--- src/rtl/hkct_pkg.sv ---
`timescale 1ns / 1ps

package hkct_pkg;

	localparam int HUE_W   = 8;
	localparam int SAT_W   = 8;
	localparam int COORD_W = 10;
	localparam int SUM_W   = 30;
	localparam int CNT_W   = 21;
	localparam int ALPHA_W = 9;

	localparam int MAX_WIDTH  = 1024;
	localparam int MAX_HEIGHT = 1024;

	localparam int ALPHA_ONE = 256;
	localparam int BLEND_RND = 128;
	localparam int BLEND_SH  = 8;
	localparam int BLEND_W   = $clog2(ALPHA_ONE * ((1 << COORD_W) - 1) + BLEND_RND + 1);
	localparam int STEP_W    = $clog2(SUM_W);

	localparam int Q_DEPTH = 4;

	localparam int APB_DW = 32;
	localparam int APB_AW = 4;

	localparam logic [HUE_W-1:0]   HUE_LOWER_RST = HUE_W'(180);
	localparam logic [HUE_W-1:0]   HUE_UPPER_RST = HUE_W'(170);
	localparam logic [SAT_W-1:0]   SAT_THR_RST   = SAT_W'(120);
	localparam logic [ALPHA_W-1:0] ALPHA_RST     = '0;

	// register index, paddr[3:2]
	localparam logic [1:0] REG_HUE_LOWER = 2'd0;
	localparam logic [1:0] REG_HUE_UPPER = 2'd1;
	localparam logic [1:0] REG_SAT_THR   = 2'd2;
	localparam logic [1:0] REG_ALPHA     = 2'd3;

	typedef struct packed {
		logic [HUE_W-1:0]   hue_lower;
		logic [HUE_W-1:0]   hue_upper;
		logic [SAT_W-1:0]   sat_thr;
		logic [ALPHA_W-1:0] alpha;
	} hkct_cfg_t;

	typedef struct packed {
		logic             hit;
		logic             last;
		logic [SUM_W-1:0] sum_col;
		logic [SUM_W-1:0] sum_row;
		logic [CNT_W-1:0] hit_count;
	} hkct_item_t;

	typedef enum logic [2:0] {
		BK_IDLE,
		BK_DIV,
		BK_MUL_C,
		BK_MUL_M,
		BK_WRITE
	} bk_state_t;

endpackage

--- src/rtl/hkct_front.sv ---
`timescale 1ns / 1ps

module hkct_front
	import hkct_pkg::*;
(
	input  logic               clk,
	input  logic               arst_n,
	input  hkct_cfg_t          cfg,
	input  logic               in_valid,
	output logic               in_stall,
	input  logic [HUE_W-1:0]   hue,
	input  logic [SAT_W-1:0]   saturation,
	input  logic [COORD_W-1:0] pos_x,
	input  logic [COORD_W-1:0] pos_y,
	input  logic               frame_last,
	input  logic               q_full,
	output logic               q_push,
	output hkct_item_t         q_item
);

	logic [SUM_W-1:0] sum_col_q, sum_row_q;
	logic [CNT_W-1:0] hit_count_q;

	logic               accept;
	logic               hit;
	logic [COORD_W-1:0] px, py;
	logic [SUM_W:0]     col_ext, row_ext;
	logic [SUM_W-1:0]   col_new, row_new;
	logic [CNT_W-1:0]   cnt_new;

	assign accept   = in_valid && !q_full;
	assign in_stall = q_full;
	assign q_push   = accept;

	always_comb begin
		px = pos_x;
		py = pos_y;
		if (32'(pos_x) >= 32'(MAX_WIDTH)) begin
			px = COORD_W'(MAX_WIDTH - 1);
		end
		if (32'(pos_y) >= 32'(MAX_HEIGHT)) begin
			py = COORD_W'(MAX_HEIGHT - 1);
		end
	end

	// window wraps when lower >= upper
	always_comb begin
		hit = 1'b0;
		if (saturation > cfg.sat_thr) begin
			if (cfg.hue_lower < cfg.hue_upper) begin
				hit = (hue >= cfg.hue_lower) && (hue <= cfg.hue_upper);
			end else begin
				hit = (hue >= cfg.hue_lower) || (hue <= cfg.hue_upper);
			end
		end
	end

	// saturating accumulation
	always_comb begin
		col_ext = {1'b0, sum_col_q} + (SUM_W+1)'(px);
		row_ext = {1'b0, sum_row_q} + (SUM_W+1)'(py);
		col_new = col_ext[SUM_W] ? '1 : col_ext[SUM_W-1:0];
		row_new = row_ext[SUM_W] ? '1 : row_ext[SUM_W-1:0];
		cnt_new = (&hit_count_q) ? hit_count_q : hit_count_q + CNT_W'(1);
	end

	always_comb begin
		q_item.hit       = hit;
		q_item.last      = frame_last;
		q_item.sum_col   = hit ? col_new : sum_col_q;
		q_item.sum_row   = hit ? row_new : sum_row_q;
		q_item.hit_count = hit ? cnt_new : hit_count_q;
	end

	always_ff @(posedge clk or negedge arst_n) begin
		if (!arst_n) begin
			sum_col_q   <= '0;
			sum_row_q   <= '0;
			hit_count_q <= '0;
		end else if (accept) begin
			if (frame_last) begin
				sum_col_q   <= '0;
				sum_row_q   <= '0;
				hit_count_q <= '0;
			end else if (hit) begin
				sum_col_q   <= col_new;
				sum_row_q   <= row_new;
				hit_count_q <= cnt_new;
			end
		end
	end

	a_clear_after_last: assert property (@(posedge clk) disable iff (!arst_n)
		(accept && frame_last) |=> (hit_count_q == '0 && sum_col_q == '0 && sum_row_q == '0))
		else $error("accumulators not cleared after frame end");

	a_sums_need_hits: assert property (@(posedge clk) disable iff (!arst_n)
		(hit_count_q == '0) |-> (sum_col_q == '0 && sum_row_q == '0))
		else $error("sums held without keyed pixels");

endmodule

--- src/rtl/hkct_queue.sv ---
`timescale 1ns / 1ps

module hkct_queue
	import hkct_pkg::*;
#(
	parameter int DEPTH = Q_DEPTH
)
(
	input  logic       clk,
	input  logic       arst_n,
	input  hkct_item_t wr_item,
	input  logic       push,
	output logic       full,
	input  logic       pop,
	output logic       empty,
	output hkct_item_t rd_item
);

	localparam int PTR_W = (DEPTH > 1) ? $clog2(DEPTH) : 1;
	localparam int LVL_W = $clog2(DEPTH + 1);

	hkct_item_t       mem_q [DEPTH];
	logic [PTR_W-1:0] wr_ptr_q, rd_ptr_q;
	logic [LVL_W-1:0] level_q;

	assign full    = (level_q == LVL_W'(DEPTH));
	assign empty   = (level_q == '0);
	assign rd_item = mem_q[rd_ptr_q];

	function automatic logic [PTR_W-1:0] next_ptr(input logic [PTR_W-1:0] p);
		return (p == PTR_W'(DEPTH - 1)) ? '0 : p + PTR_W'(1);
	endfunction

	always_ff @(posedge clk) begin
		if (push) begin
			mem_q[wr_ptr_q] <= wr_item;
		end
	end

	always_ff @(posedge clk or negedge arst_n) begin
		if (!arst_n) begin
			wr_ptr_q <= '0;
			rd_ptr_q <= '0;
			level_q  <= '0;
		end else begin
			if (push) begin
				wr_ptr_q <= next_ptr(wr_ptr_q);
			end
			if (pop) begin
				rd_ptr_q <= next_ptr(rd_ptr_q);
			end
			if (push && !pop) begin
				level_q <= level_q + LVL_W'(1);
			end else if (pop && !push) begin
				level_q <= level_q - LVL_W'(1);
			end
		end
	end

	a_no_overflow: assert property (@(posedge clk) disable iff (!arst_n)
		push |-> !full)
		else $error("word pushed into full queue");

	a_no_underflow: assert property (@(posedge clk) disable iff (!arst_n)
		pop |-> !empty)
		else $error("word popped from empty queue");

endmodule

--- src/rtl/hkct_div.sv ---
`timescale 1ns / 1ps

module hkct_div
	import hkct_pkg::*;
(
	input  logic             clk,
	input  logic             load,
	input  logic             step,
	input  logic [SUM_W-1:0] dividend,
	input  logic [CNT_W-1:0] divisor,
	output logic [SUM_W-1:0] quotient
);

	// restoring division, one quotient bit per step, msb first
	logic [SUM_W-1:0] dvd_q;
	logic [CNT_W-1:0] rem_q;
	logic [CNT_W-1:0] dsr_q;
	logic [CNT_W:0]   trial;
	logic [CNT_W:0]   diff;
	logic             qbit;

	assign trial    = {rem_q, dvd_q[SUM_W-1]};
	assign diff     = trial - {1'b0, dsr_q};
	assign qbit     = (trial >= {1'b0, dsr_q});
	assign quotient = dvd_q;

	always_ff @(posedge clk) begin
		if (load) begin
			dvd_q <= dividend;
			rem_q <= '0;
			dsr_q <= divisor;
		end else if (step) begin
			dvd_q <= {dvd_q[SUM_W-2:0], qbit};
			rem_q <= qbit ? diff[CNT_W-1:0] : trial[CNT_W-1:0];
		end
	end

endmodule

--- src/rtl/hkct_back.sv ---
`timescale 1ns / 1ps

module hkct_back
	import hkct_pkg::*;
(
	input  logic               clk,
	input  logic               arst_n,
	input  hkct_cfg_t          cfg,
	input  hkct_item_t         q_item,
	input  logic               q_empty,
	output logic               q_pop,
	output logic               out_valid,
	input  logic               out_stall,
	output logic               key_hit,
	output logic               frame_done,
	output logic [COORD_W-1:0] center_x,
	output logic [COORD_W-1:0] center_y,
	output logic               center_updated
);

	bk_state_t state_q, state_d;

	logic [STEP_W-1:0]  step_q;
	logic [COORD_W-1:0] track_x_q, track_y_q;
	logic [BLEND_W-1:0] prod_x_q, prod_y_q;
	logic [BLEND_W-1:0] blend_x_q, blend_y_q;
	logic               hold_hit_q;

	logic               out_valid_q;
	logic               key_hit_q, frame_done_q, updated_q;
	logic [COORD_W-1:0] center_x_q, center_y_q;

	logic               out_free;
	logic               long_item;
	logic               out_load_pix;
	logic               out_load_ctr;
	logic               div_load;
	logic               div_step;
	logic [SUM_W-1:0]   quo_x, quo_y;
	logic [COORD_W-1:0] mean_x, mean_y;
	logic [ALPHA_W-1:0] alpha_c, alpha_inv;

	assign out_free  = !out_valid_q || !out_stall;
	assign long_item = q_item.last && (q_item.hit_count != '0);

	assign alpha_c   = (cfg.alpha > ALPHA_W'(ALPHA_ONE)) ? ALPHA_W'(ALPHA_ONE) : cfg.alpha;
	assign alpha_inv = ALPHA_W'(ALPHA_ONE) - alpha_c;

	// mean clamps to the coordinate range
	assign mean_x = (|quo_x[SUM_W-1:COORD_W]) ? '1 : quo_x[COORD_W-1:0];
	assign mean_y = (|quo_y[SUM_W-1:COORD_W]) ? '1 : quo_y[COORD_W-1:0];

	hkct_div u_div_x (
		.clk      (clk),
		.load     (div_load),
		.step     (div_step),
		.dividend (q_item.sum_col),
		.divisor  (q_item.hit_count),
		.quotient (quo_x)
	);

	hkct_div u_div_y (
		.clk      (clk),
		.load     (div_load),
		.step     (div_step),
		.dividend (q_item.sum_row),
		.divisor  (q_item.hit_count),
		.quotient (quo_y)
	);

	always_comb begin
		state_d = state_q;
		case (state_q)
			BK_IDLE: begin
				if (!q_empty && out_free && long_item) begin
					state_d = BK_DIV;
				end
			end
			BK_DIV: begin
				if (step_q == STEP_W'(SUM_W - 1)) begin
					state_d = BK_MUL_C;
				end
			end
			BK_MUL_C: state_d = BK_MUL_M;
			BK_MUL_M: state_d = BK_WRITE;
			BK_WRITE: begin
				if (out_free) begin
					state_d = BK_IDLE;
				end
			end
			default: state_d = BK_IDLE;
		endcase
	end

	always_comb begin
		q_pop        = 1'b0;
		out_load_pix = 1'b0;
		out_load_ctr = 1'b0;
		div_load     = 1'b0;
		div_step     = 1'b0;
		case (state_q)
			BK_IDLE: begin
				if (!q_empty && out_free) begin
					q_pop        = 1'b1;
					div_load     = long_item;
					out_load_pix = !long_item;
				end
			end
			BK_DIV:   div_step = 1'b1;
			BK_MUL_C: ;
			BK_MUL_M: ;
			BK_WRITE: out_load_ctr = out_free;
			default: ;
		endcase
	end

	always_ff @(posedge clk or negedge arst_n) begin
		if (!arst_n) begin
			state_q     <= BK_IDLE;
			step_q      <= '0;
			track_x_q   <= '0;
			track_y_q   <= '0;
			out_valid_q <= 1'b0;
		end else begin
			state_q <= state_d;
			if (div_load) begin
				step_q <= '0;
			end else if (div_step) begin
				step_q <= step_q + STEP_W'(1);
			end
			if (out_load_ctr) begin
				track_x_q <= blend_x_q[BLEND_SH +: COORD_W];
				track_y_q <= blend_y_q[BLEND_SH +: COORD_W];
			end
			if (out_load_pix || out_load_ctr) begin
				out_valid_q <= 1'b1;
			end else if (!out_stall) begin
				out_valid_q <= 1'b0;
			end
		end
	end

	always_ff @(posedge clk) begin
		if (div_load) begin
			hold_hit_q <= q_item.hit;
		end
		if (state_q == BK_MUL_C) begin
			prod_x_q <= BLEND_W'(alpha_inv) * BLEND_W'(track_x_q);
			prod_y_q <= BLEND_W'(alpha_inv) * BLEND_W'(track_y_q);
		end
		if (state_q == BK_MUL_M) begin
			blend_x_q <= prod_x_q + BLEND_W'(alpha_c) * BLEND_W'(mean_x) + BLEND_W'(BLEND_RND);
			blend_y_q <= prod_y_q + BLEND_W'(alpha_c) * BLEND_W'(mean_y) + BLEND_W'(BLEND_RND);
		end
		if (out_load_pix) begin
			key_hit_q    <= q_item.hit;
			frame_done_q <= q_item.last;
			center_x_q   <= track_x_q;
			center_y_q   <= track_y_q;
			updated_q    <= 1'b0;
		end else if (out_load_ctr) begin
			key_hit_q    <= hold_hit_q;
			frame_done_q <= 1'b1;
			center_x_q   <= blend_x_q[BLEND_SH +: COORD_W];
			center_y_q   <= blend_y_q[BLEND_SH +: COORD_W];
			updated_q    <= 1'b1;
		end
	end

	assign out_valid      = out_valid_q;
	assign key_hit        = key_hit_q;
	assign frame_done     = frame_done_q;
	assign center_x       = center_x_q;
	assign center_y       = center_y_q;
	assign center_updated = updated_q;

	a_track_moves_on_update: assert property (@(posedge clk) disable iff (!arst_n)
		!($stable(track_x_q) && $stable(track_y_q)) |-> $past(out_load_ctr))
		else $error("tracked centre changed outside a frame update");

	a_pop_only_idle: assert property (@(posedge clk) disable iff (!arst_n)
		q_pop |-> (state_q == BK_IDLE && out_free))
		else $error("queue popped while back end busy");

endmodule

--- src/rtl/hsv_key_centroid_tracker_top.sv ---
`timescale 1ns / 1ps

// hsv colour key with smoothed centroid tracker
// input channel: in_valid / in_stall with hue, saturation, pos_x, pos_y and
// frame_last; one pixel word is taken on each edge with in_valid high and
// in_stall low. output channel: out_valid / out_stall, one result word per
// pixel, in pixel order, held steady while out_stall is high.
// an ordinary pixel word passes through the queue and the output register,
// and input pixels stream at one per cycle while in_stall is low. a frame-last
// pixel whose frame keyed at least one pixel runs a bit-serial mean division
// (both axes in parallel) and then the multiply states BK_MUL_C and BK_MUL_M
// for the blend before its word leaves.
// a four word queue sits between the classifier and the result side, so the
// input keeps flowing while that division runs until the queue fills; then
// in_stall rises. a stalled receiver fills the output register and then the
// queue before in_stall rises. reset clears sums, count and tracked centre
// and loads the register defaults; configuration must be written through the
// apb port only while the block is idle, and the block does not enforce it.
module hsv_key_centroid_tracker_top
	import hkct_pkg::*;
#(
	parameter int QUEUE_DEPTH = Q_DEPTH
)
(
	input  logic               clk,
	input  logic               arst_n,
	input  logic               psel,
	input  logic               penable,
	input  logic               pwrite,
	input  logic [APB_AW-1:0]  paddr,
	input  logic [APB_DW-1:0]  pwdata,
	output logic [APB_DW-1:0]  prdata,
	output logic               pready,
	input  logic               in_valid,
	output logic               in_stall,
	input  logic [HUE_W-1:0]   hue,
	input  logic [SAT_W-1:0]   saturation,
	input  logic [COORD_W-1:0] pos_x,
	input  logic [COORD_W-1:0] pos_y,
	input  logic               frame_last,
	output logic               out_valid,
	input  logic               out_stall,
	output logic               key_hit,
	output logic               frame_done,
	output logic [COORD_W-1:0] center_x,
	output logic [COORD_W-1:0] center_y,
	output logic               center_updated
);

	hkct_cfg_t  cfg_q;
	hkct_item_t push_item, head_item;
	logic       q_push, q_full;
	logic       q_pop, q_empty;
	logic       cfg_wr;

	assign pready = 1'b1;
	assign cfg_wr = psel && penable && pwrite && pready;

	always_ff @(posedge clk or negedge arst_n) begin
		if (!arst_n) begin
			cfg_q.hue_lower <= HUE_LOWER_RST;
			cfg_q.hue_upper <= HUE_UPPER_RST;
			cfg_q.sat_thr   <= SAT_THR_RST;
			cfg_q.alpha     <= ALPHA_RST;
		end else if (cfg_wr) begin
			case (paddr[3:2])
				REG_HUE_LOWER: cfg_q.hue_lower <= pwdata[HUE_W-1:0];
				REG_HUE_UPPER: cfg_q.hue_upper <= pwdata[HUE_W-1:0];
				REG_SAT_THR:   cfg_q.sat_thr   <= pwdata[SAT_W-1:0];
				REG_ALPHA:     cfg_q.alpha     <= pwdata[ALPHA_W-1:0];
				default: ;
			endcase
		end
	end

	always_comb begin
		case (paddr[3:2])
			REG_HUE_LOWER: prdata = APB_DW'(cfg_q.hue_lower);
			REG_HUE_UPPER: prdata = APB_DW'(cfg_q.hue_upper);
			REG_SAT_THR:   prdata = APB_DW'(cfg_q.sat_thr);
			REG_ALPHA:     prdata = APB_DW'(cfg_q.alpha);
			default:       prdata = '0;
		endcase
	end

	hkct_front u_front (
		.clk        (clk),
		.arst_n     (arst_n),
		.cfg        (cfg_q),
		.in_valid   (in_valid),
		.in_stall   (in_stall),
		.hue        (hue),
		.saturation (saturation),
		.pos_x      (pos_x),
		.pos_y      (pos_y),
		.frame_last (frame_last),
		.q_full     (q_full),
		.q_push     (q_push),
		.q_item     (push_item)
	);

	hkct_queue #(
		.DEPTH (QUEUE_DEPTH)
	) u_queue (
		.clk     (clk),
		.arst_n  (arst_n),
		.wr_item (push_item),
		.push    (q_push),
		.full    (q_full),
		.pop     (q_pop),
		.empty   (q_empty),
		.rd_item (head_item)
	);

	hkct_back u_back (
		.clk            (clk),
		.arst_n         (arst_n),
		.cfg            (cfg_q),
		.q_item         (head_item),
		.q_empty        (q_empty),
		.q_pop          (q_pop),
		.out_valid      (out_valid),
		.out_stall      (out_stall),
		.key_hit        (key_hit),
		.frame_done     (frame_done),
		.center_x       (center_x),
		.center_y       (center_y),
		.center_updated (center_updated)
	);

endmodule

--- config.mk ---
export PLATFORM = sky130hd
export DESIGN_NAME = hsv_key_centroid_tracker_top
export DESIGN_NICKNAME = d
export VERILOG_FILES = /design/src/rtl/hkct_pkg.sv /design/src/rtl/hkct_front.sv /design/src/rtl/hkct_queue.sv /design/src/rtl/hkct_div.sv /design/src/rtl/hkct_back.sv /design/src/rtl/hsv_key_centroid_tracker_top.sv
export SDC_FILE = /design/constraint.sdc
export NUM_CORES = 2
export LEC_CHECK = 0
export ABC_AREA = 1
export BUFFER_PORTS_ARGS = -buffer_cell sky130_fd_sc_hd__buf_2
export CORE_MARGIN = 10
export CORE_UTILIZATION = 30
export CTS_CLUSTER_SIZE = 8
export DETAILED_ROUTE_END_ITERATION = 16
export SYNTH_ARGS = -nofsm -noshare
export SYNTH_HDL_FRONTEND = slang
export SYNTH_SLANG_ARGS = --single-unit
--- constraint.sdc ---
create_clock -name clk -period 5.5 [get_ports clk]
set_clock_uncertainty 0.15 [all_clocks]
set_input_delay 1.375 -clock clk [delete_from_list [all_inputs] [get_ports clk]]
set_output_delay 1.375 -clock clk [all_outputs]
set_load 0.02 [all_outputs]
==> impl_results.html <==
<table>
<tr><th>Metric</th><th>Value</th></tr>
<tr><th colspan="2">Worst setup path</th></tr>
<tr><td>CP max FO</td><td>7</td></tr>
<tr><td>Critical path class</td><td>flop to flop</td></tr>
<tr><td>Reg2Reg Depth</td><td>25</td></tr>
<tr><td>WP data required</td><td>5.78 ns</td></tr>
<tr><td>Delay of the slowest cell on the worst path</td><td>0.58 ns</td></tr>
<tr><td>CP top delay family</td><td>adder cells</td></tr>
<tr><td>Kind of start point of the critical path</td><td>flop</td></tr>
<tr><td>Reg-to-reg endpoint</td><td>u_back.prod_y_q[14]$_DFFE_PN_</td></tr>
<tr><td>Reg2Reg Launch Point</td><td>cfg_q[6]$_DFFE_PN0P_</td></tr>
<tr><td>Crit-path slowest cell</td><td>sky130_fd_sc_hd__fa_1</td></tr>
<tr><td>Most common cell on crit path</td><td>sky130_fd_sc_hd__fa_1</td></tr>
<tr><td>Buffering stage count on the worst path with inverters included</td><td>7</td></tr>
<tr><td>FF-to-FF setup slack</td><td>-0.10 ns</td></tr>
<tr><td>Element type at the critical path end</td><td>flop</td></tr>
<tr><td>Critical path data arrival time</td><td>5.88 ns</td></tr>
<tr><th colspan="2">CTS</th></tr>
<tr><td>Post-CTS clock slew at the launch and capture registers of the worst setup and hold paths</td><td>0.05 ns</td></tr>
<tr><td>Number of levels the H-tree was split into</td><td>3</td></tr>
<tr><td>Number of clock sinks</td><td>685</td></tr>
<tr><td>Number of hold buffers added after CTS</td><td>0</td></tr>
<tr><td>Clock tree from TritonCTS</td><td>done</td></tr>
<tr><td>Insertion delay of the later-clocked pin in the worst-skew pair</td><td>0.70 ns</td></tr>
<tr><td>Clock root buffer</td><td>sky130_fd_sc_hd__clkbuf_16</td></tr>
<tr><td>Number of buffers on the longest clock path</td><td>3</td></tr>
<tr><td>Number of buffers created by CTS</td><td>98</td></tr>
<tr><th colspan="2">Logic synthesis</th></tr>
<tr><td>Syn. warnings</td><td>0</td></tr>
<tr><td>Gate Count Post-Synth</td><td>5527</td></tr>
<tr><td>Number of synthesized flops with an enable pin</td><td>492</td></tr>
<tr><td>Fraction of synthesized area in multiplexers</td><td>0.0002394</td></tr>
<tr><td>Share of the yosys chip area belonging to registers</td><td>0.4125</td></tr>
<tr><td>Dominant synthesized flop cell</td><td>sky130_fd_sc_hd__edfxtp_1</td></tr>
<tr><td>Share of the synthesized area in compound gates (AO/OA/AOI/OAI)</td><td>0.07958</td></tr>
<tr><td>Main combinational cell family by area after synthesis</td><td>simple AND/OR/NAND/NOR gates</td></tr>
<tr><td>Area share of xor/xnor cells in the synthesized design</td><td>0.02343</td></tr>
<tr><td>Average cell area after synthesis</td><td>8.511 um2</td></tr>
<tr><td>Adder-cell share of the synthesized area</td><td>0.1825</td></tr>
<tr><td>Share of synthesized cell area in and, or, nand and nor gates</td><td>0.2114</td></tr>
<tr><td>Cell area after synthesis</td><td>0.04704 mm2</td></tr>
<tr><td>Flop and latch count out of synthesis</td><td>685</td></tr>
<tr><td>Number of distinct library cells after synthesis</td><td>55</td></tr>
<tr><td>Asr flop ratio synth</td><td>0.2190</td></tr>
<tr><th colspan="2">STA</th></tr>
<tr><td>Final setup violating endpoints</td><td>25</td></tr>
<tr><td>PnR worst setup slack</td><td>-0.1022 ns</td></tr>
<tr><td>Number of max-slew violations in the final report</td><td>0</td></tr>
<tr><td>Slew Limit Headroom</td><td>0.2607</td></tr>
<tr><td>Setup repair after global routing missed its margin</td><td>yes</td></tr>
<tr><td>Post-route fraction of the period consumed by the critical path</td><td>1.019</td></tr>
<tr><td>Total count of hold-check failures in the final report</td><td>0</td></tr>
<tr><td>Upper clock frequency limit</td><td>178.5 MHz</td></tr>
<tr><td>Worst-margin pin slew</td><td>1.106 ns</td></tr>
<tr><td>Sum of negative setup slack</td><td>-1.364 ns</td></tr>
<tr><td>Minimum clock period after layout</td><td>5.602 ns</td></tr>
<tr><th colspan="2">Drt</th></tr>
<tr><td>Drt pass-1 iters</td><td>5</td></tr>
<tr><td>Violation count after the first detailed-routing iteration</td><td>2061</td></tr>
<tr><td>Detail Route Antenna Nets</td><td>0</td></tr>
<tr><td>Routed wirelength normalized by instance count</td><td>15.94 um</td></tr>
<tr><td>Post-route DRC</td><td>0</td></tr>
<tr><td>Routed vias/inst</td><td>4.679</td></tr>
<tr><td>Final wirelength</td><td>128.7 mm</td></tr>
<tr><td>Total via count after detailed routing</td><td>37.76k</td></tr>
<tr><th colspan="2">Global route</th></tr>
<tr><td>Overall overflow remaining after global route</td><td>0</td></tr>
<tr><td>Maximum number of pins on one net before global-route repair</td><td>91</td></tr>
<tr><td>Number of antenna violations at the first check in global routing</td><td>8</td></tr>
<tr><td>GRT Util Overall</td><td>0.1447</td></tr>
<tr><td>First-pass GRT wire length</td><td>204.4 mm</td></tr>
<tr><td>Number of global-route vias before repair</td><td>37.35k</td></tr>
<tr><th colspan="2">Die</th></tr>
<tr><td>Horiz. Die Dim</td><td>416.0 um</td></tr>
<tr><td>Top-level I/O count</td><td>138</td></tr>
<tr><td>Core region area</td><td>0.1560 mm2</td></tr>
<tr><td>Total number of placement rows</td><td>145</td></tr>
<tr><td>Starting Density</td><td>0.3015</td></tr>
<tr><td>Die H</td><td>416.0 um</td></tr>
<tr><td>Die ar.</td><td>0.1730 mm2</td></tr>
<tr><th colspan="2">Layout</th></tr>
<tr><td>Total area of multi-input combinational cells</td><td>0.02535 mm2</td></tr>
<tr><td>Layout-stage area growth over the synthesis result</td><td>22.07%</td></tr>
<tr><td>Post-route cell area</td><td>0.05743 mm2</td></tr>
<tr><td>Most frequent standard cell in the layout excluding fill and tap cells</td><td>sky130_fd_sc_hd__nand2_1</td></tr>
<tr><td>Filler instances</td><td>15.75k</td></tr>
<tr><td>Commonest cells after routing, fill and taps aside</td><td>sky130_fd_sc_hd__nand2_1, sky130_fd_sc_hd__inv_1, sky130_fd_sc_hd__nor2_1</td></tr>
<tr><td>Nets@finish</td><td>6537</td></tr>
<tr><td>Fraction of layout cells with a size suffix above 1</td><td>0.1621</td></tr>
<tr><td>Area occupied by registers</td><td>0.01941 mm2</td></tr>
<tr><th colspan="2">Place</th></tr>
<tr><td>Placer congestion estimate</td><td>0.8893</td></tr>
<tr><td>Buffers added on ports</td><td>88</td></tr>
<tr><td>Placed Area</td><td>0.05217 mm2</td></tr>
<tr><td>HPWL after detailed placement</td><td>93.38 mm</td></tr>
<tr><th colspan="2">Outcome</th></tr>
<tr><td>Violated checks</td><td>negative setup slack</td></tr>
<tr><td>Status</td><td>complete, but fails checks</td></tr>
<tr><th colspan="2">Min path</th></tr>
<tr><td>Worst hold path class</td><td>flop to flop</td></tr>
<tr><td>Number of instances on the worst hold path</td><td>2</td></tr>
<tr><td>Worst hold path startpoint</td><td>u_back.center_updated$_SDFFE_PP0P_</td></tr>
<tr><td>Hold endpoint</td><td>u_back.center_updated$_SDFFE_PP0P_</td></tr>
<tr><th colspan="2">Job</th></tr>
<tr><td>Maximum Capacitance Violations</td><td>0</td></tr>
</table>
==> logic make-up (layout without fill, tap and decap cells) <==
| family | Yosys count | after routing |
|---|---|---|
| AO/OA/AOI/OAI | 681 | 681 |
| XOR/XNOR | 125 | 125 |
| adder cells (fa/ha/maj) | 532 | 532 |
| buffers and inverters | 1066 | 1527 |
| flip-flops | 685 | 685 |
| multiplexers | 1 | 1 |
| other | 2 | 26 |
| AND/OR/NAND/NOR | 2435 | 2435 |
==> worst max path at each step <==
stage,start,end,slack [ns],cells past startpoint
3_3_place_gp,u_back.u_div_x.quotient[29]$_DFFE_PP_,u_back.blend_x_q[17]$_DFFE_PP_,-0.33,21
4_1_cts,cfg_q[3]$_DFFE_PN0P_,u_back.blend_y_q[17]$_DFFE_PP_,-0.09,24
3_5_place_dp,u_back.u_div_x.quotient[29]$_DFFE_PP_,u_back.blend_x_q[17]$_DFFE_PP_,-0.38,21
6_report,cfg_q[6]$_DFFE_PN0P_,u_back.prod_y_q[14]$_DFFE_PN_,-0.10,25
5_1_grt,u_back.u_div_y.quotient[25]$_DFFE_PP_,u_back.blend_y_q[17]$_DFFE_PP_,-0.33,25
2_1_floorplan,in_valid,u_queue.mem_q[0][0]$_DFFE_PP_,-0.64,5
==> worst reg2reg max path: cells and delay by family (launching register included) <==
| family | cells | cell delay, ns |
|---|---|---|
| buffers and inverters | 7 | 0.89 |
| flip-flops | 1 | 0.37 |
| adder cells (fa/ha/maj) | 5 | 2.28 |
| XOR/XNOR | 2 | 0.29 |
| AO/OA/AOI/OAI | 6 | 0.95 |
| AND/OR/NAND/NOR | 5 | 0.43 |
==> repair_timing <==
action / in CTS / in global routing
resized for setup: 203 / 264
pin swaps: 77 / 152
setup endpoints to repair: 38 / 38
cloned: 1 / 0
buffers inserted: 23 / 37
==> final cells by class <==
class | count | area share
Clock inverter | 11 | 0.002310
Clock buffer | 174 | 0.04894
Tap cell | 2058 | 0.04484
Timing Repair Buffer | 465 | 0.06541
Inverter | 876 | 0.05872
Timing Repair inverter | 1 | 0.0002832
Multi-Input combinational cell | 3798 | 0.4414
Antenna cell | 2 | 0.00008715
Sequential cell | 685 | 0.3380
==> synth_stat cells, types with 4 or more instances <==
| cell | instances | area (um2) |
|---|---|---|
| sky130_fd_sc_hd__nand2_1 | 1366 | 5127 |
| sky130_fd_sc_hd__inv_1 | 864 | 3243 |
| sky130_fd_sc_hd__nor2_1 | 597 | 2241 |
| sky130_fd_sc_hd__edfxtp_1 | 492 | 14770 |
| sky130_fd_sc_hd__o21ai_0 | 309 | 1546 |
| sky130_fd_sc_hd__nand3_1 | 296 | 1481 |
| sky130_fd_sc_hd__ha_1 | 275 | 3441 |
| sky130_fd_sc_hd__fa_1 | 257 | 5145 |
| sky130_fd_sc_hd__a21oi_1 | 188 | 940.9 |
| sky130_fd_sc_hd__dfrtp_1 | 138 | 3453 |
| sky130_fd_sc_hd__clkbuf_1 | 103 | 386.6 |
| sky130_fd_sc_hd__xor2_1 | 93 | 814.5 |
| sky130_fd_sc_hd__o22ai_1 | 62 | 387.9 |
| sky130_fd_sc_hd__nand4_1 | 54 | 337.8 |
| sky130_fd_sc_hd__dfxtp_1 | 43 | 860.8 |
| sky130_fd_sc_hd__nor3_1 | 41 | 205.2 |
| sky130_fd_sc_hd__buf_2 | 39 | 195.2 |
| sky130_fd_sc_hd__buf_4 | 33 | 247.7 |
| sky130_fd_sc_hd__xnor2_1 | 31 | 271.5 |
| sky130_fd_sc_hd__o21ai_1 | 30 | 150.1 |
| sky130_fd_sc_hd__and2_1 | 28 | 175.2 |
| sky130_fd_sc_hd__o211ai_1 | 17 | 127.6 |
| sky130_fd_sc_hd__nor4_1 | 14 | 87.58 |
| sky130_fd_sc_hd__o21a_1 | 13 | 97.59 |
| sky130_fd_sc_hd__a21o_1 | 12 | 90.09 |
| sky130_fd_sc_hd__dfstp_2 | 12 | 315.3 |
| sky130_fd_sc_hd__inv_2 | 10 | 37.54 |
| sky130_fd_sc_hd__o21bai_1 | 10 | 75.07 |
| sky130_fd_sc_hd__a221oi_1 | 9 | 78.83 |
| sky130_fd_sc_hd__buf_6 | 9 | 101.4 |
| sky130_fd_sc_hd__nand3b_1 | 9 | 67.56 |
| sky130_fd_sc_hd__nand2_2 | 8 | 50.05 |
| sky130_fd_sc_hd__or2_2 | 8 | 50.05 |
| sky130_fd_sc_hd__a21boi_0 | 6 | 45.04 |
| sky130_fd_sc_hd__a22oi_1 | 6 | 45.04 |
| sky130_fd_sc_hd__and3_1 | 6 | 37.54 |
| sky130_fd_sc_hd__buf_1 | 6 | 22.52 |
| sky130_fd_sc_hd__o21ai_2 | 5 | 43.79 |
| sky130_fd_sc_hd__a31oi_1 | 4 | 25.02 |
==> through the flow <==
| stage | setup WS [ns] | instances | hold slack, ns | utilization |
|---|---|---|---|---|
| 3_3_place_gp | -0.3340 | 7825 | 0.2897 | 0.3344 |
| 6_report | -0.1022 | 8070 | 0.2960 | 0.3681 |
| 2_1_floorplan | -0.6426 | 5549 | 0.3103 | - |
| 3_5_place_dp | -0.3826 | 7825 | 0.2888 | 0.3344 |
| 5_1_grt | -0.3332 | 8069 | 0.3379 | 0.3680 |
| 4_1_cts | -0.08836 | 8033 | 0.2969 | 0.3597 |
==> state kept, by name (all words and copies together), names as in the netlist, 18 cells and up <==
| register | cells |
|---|---|
| u_back.prod_x_q | 18 |
| u_front.sum_col_q | 30 |
| u_front.sum_row_q | 30 |
| u_back.u_div_y.quotient | 30 |
| u_back.prod_y_q | 18 |
| u_front.hit_count_q | 21 |
| u_back.u_div_x.dsr_q | 21 |
| u_queue.mem_q | 332 |
| u_back.u_div_x.rem_q | 21 |
| u_back.u_div_x.quotient | 30 |
| cfg_q | 33 |
| u_back.u_div_y.rem_q | 21 |
==> metal layers <==
layer	vias up	GRT usage	routed length (um)
met5	-	0	23
met4	4	0.04335	3313
met3	204	0.01899	5292
met2	764	0.2417	60770
met1	18230	0.1946	59270
li1	18560	-	-
Power is not shown: default switching activity piles up to over one toggle a cycle in this logic, so the estimate is an artifact.
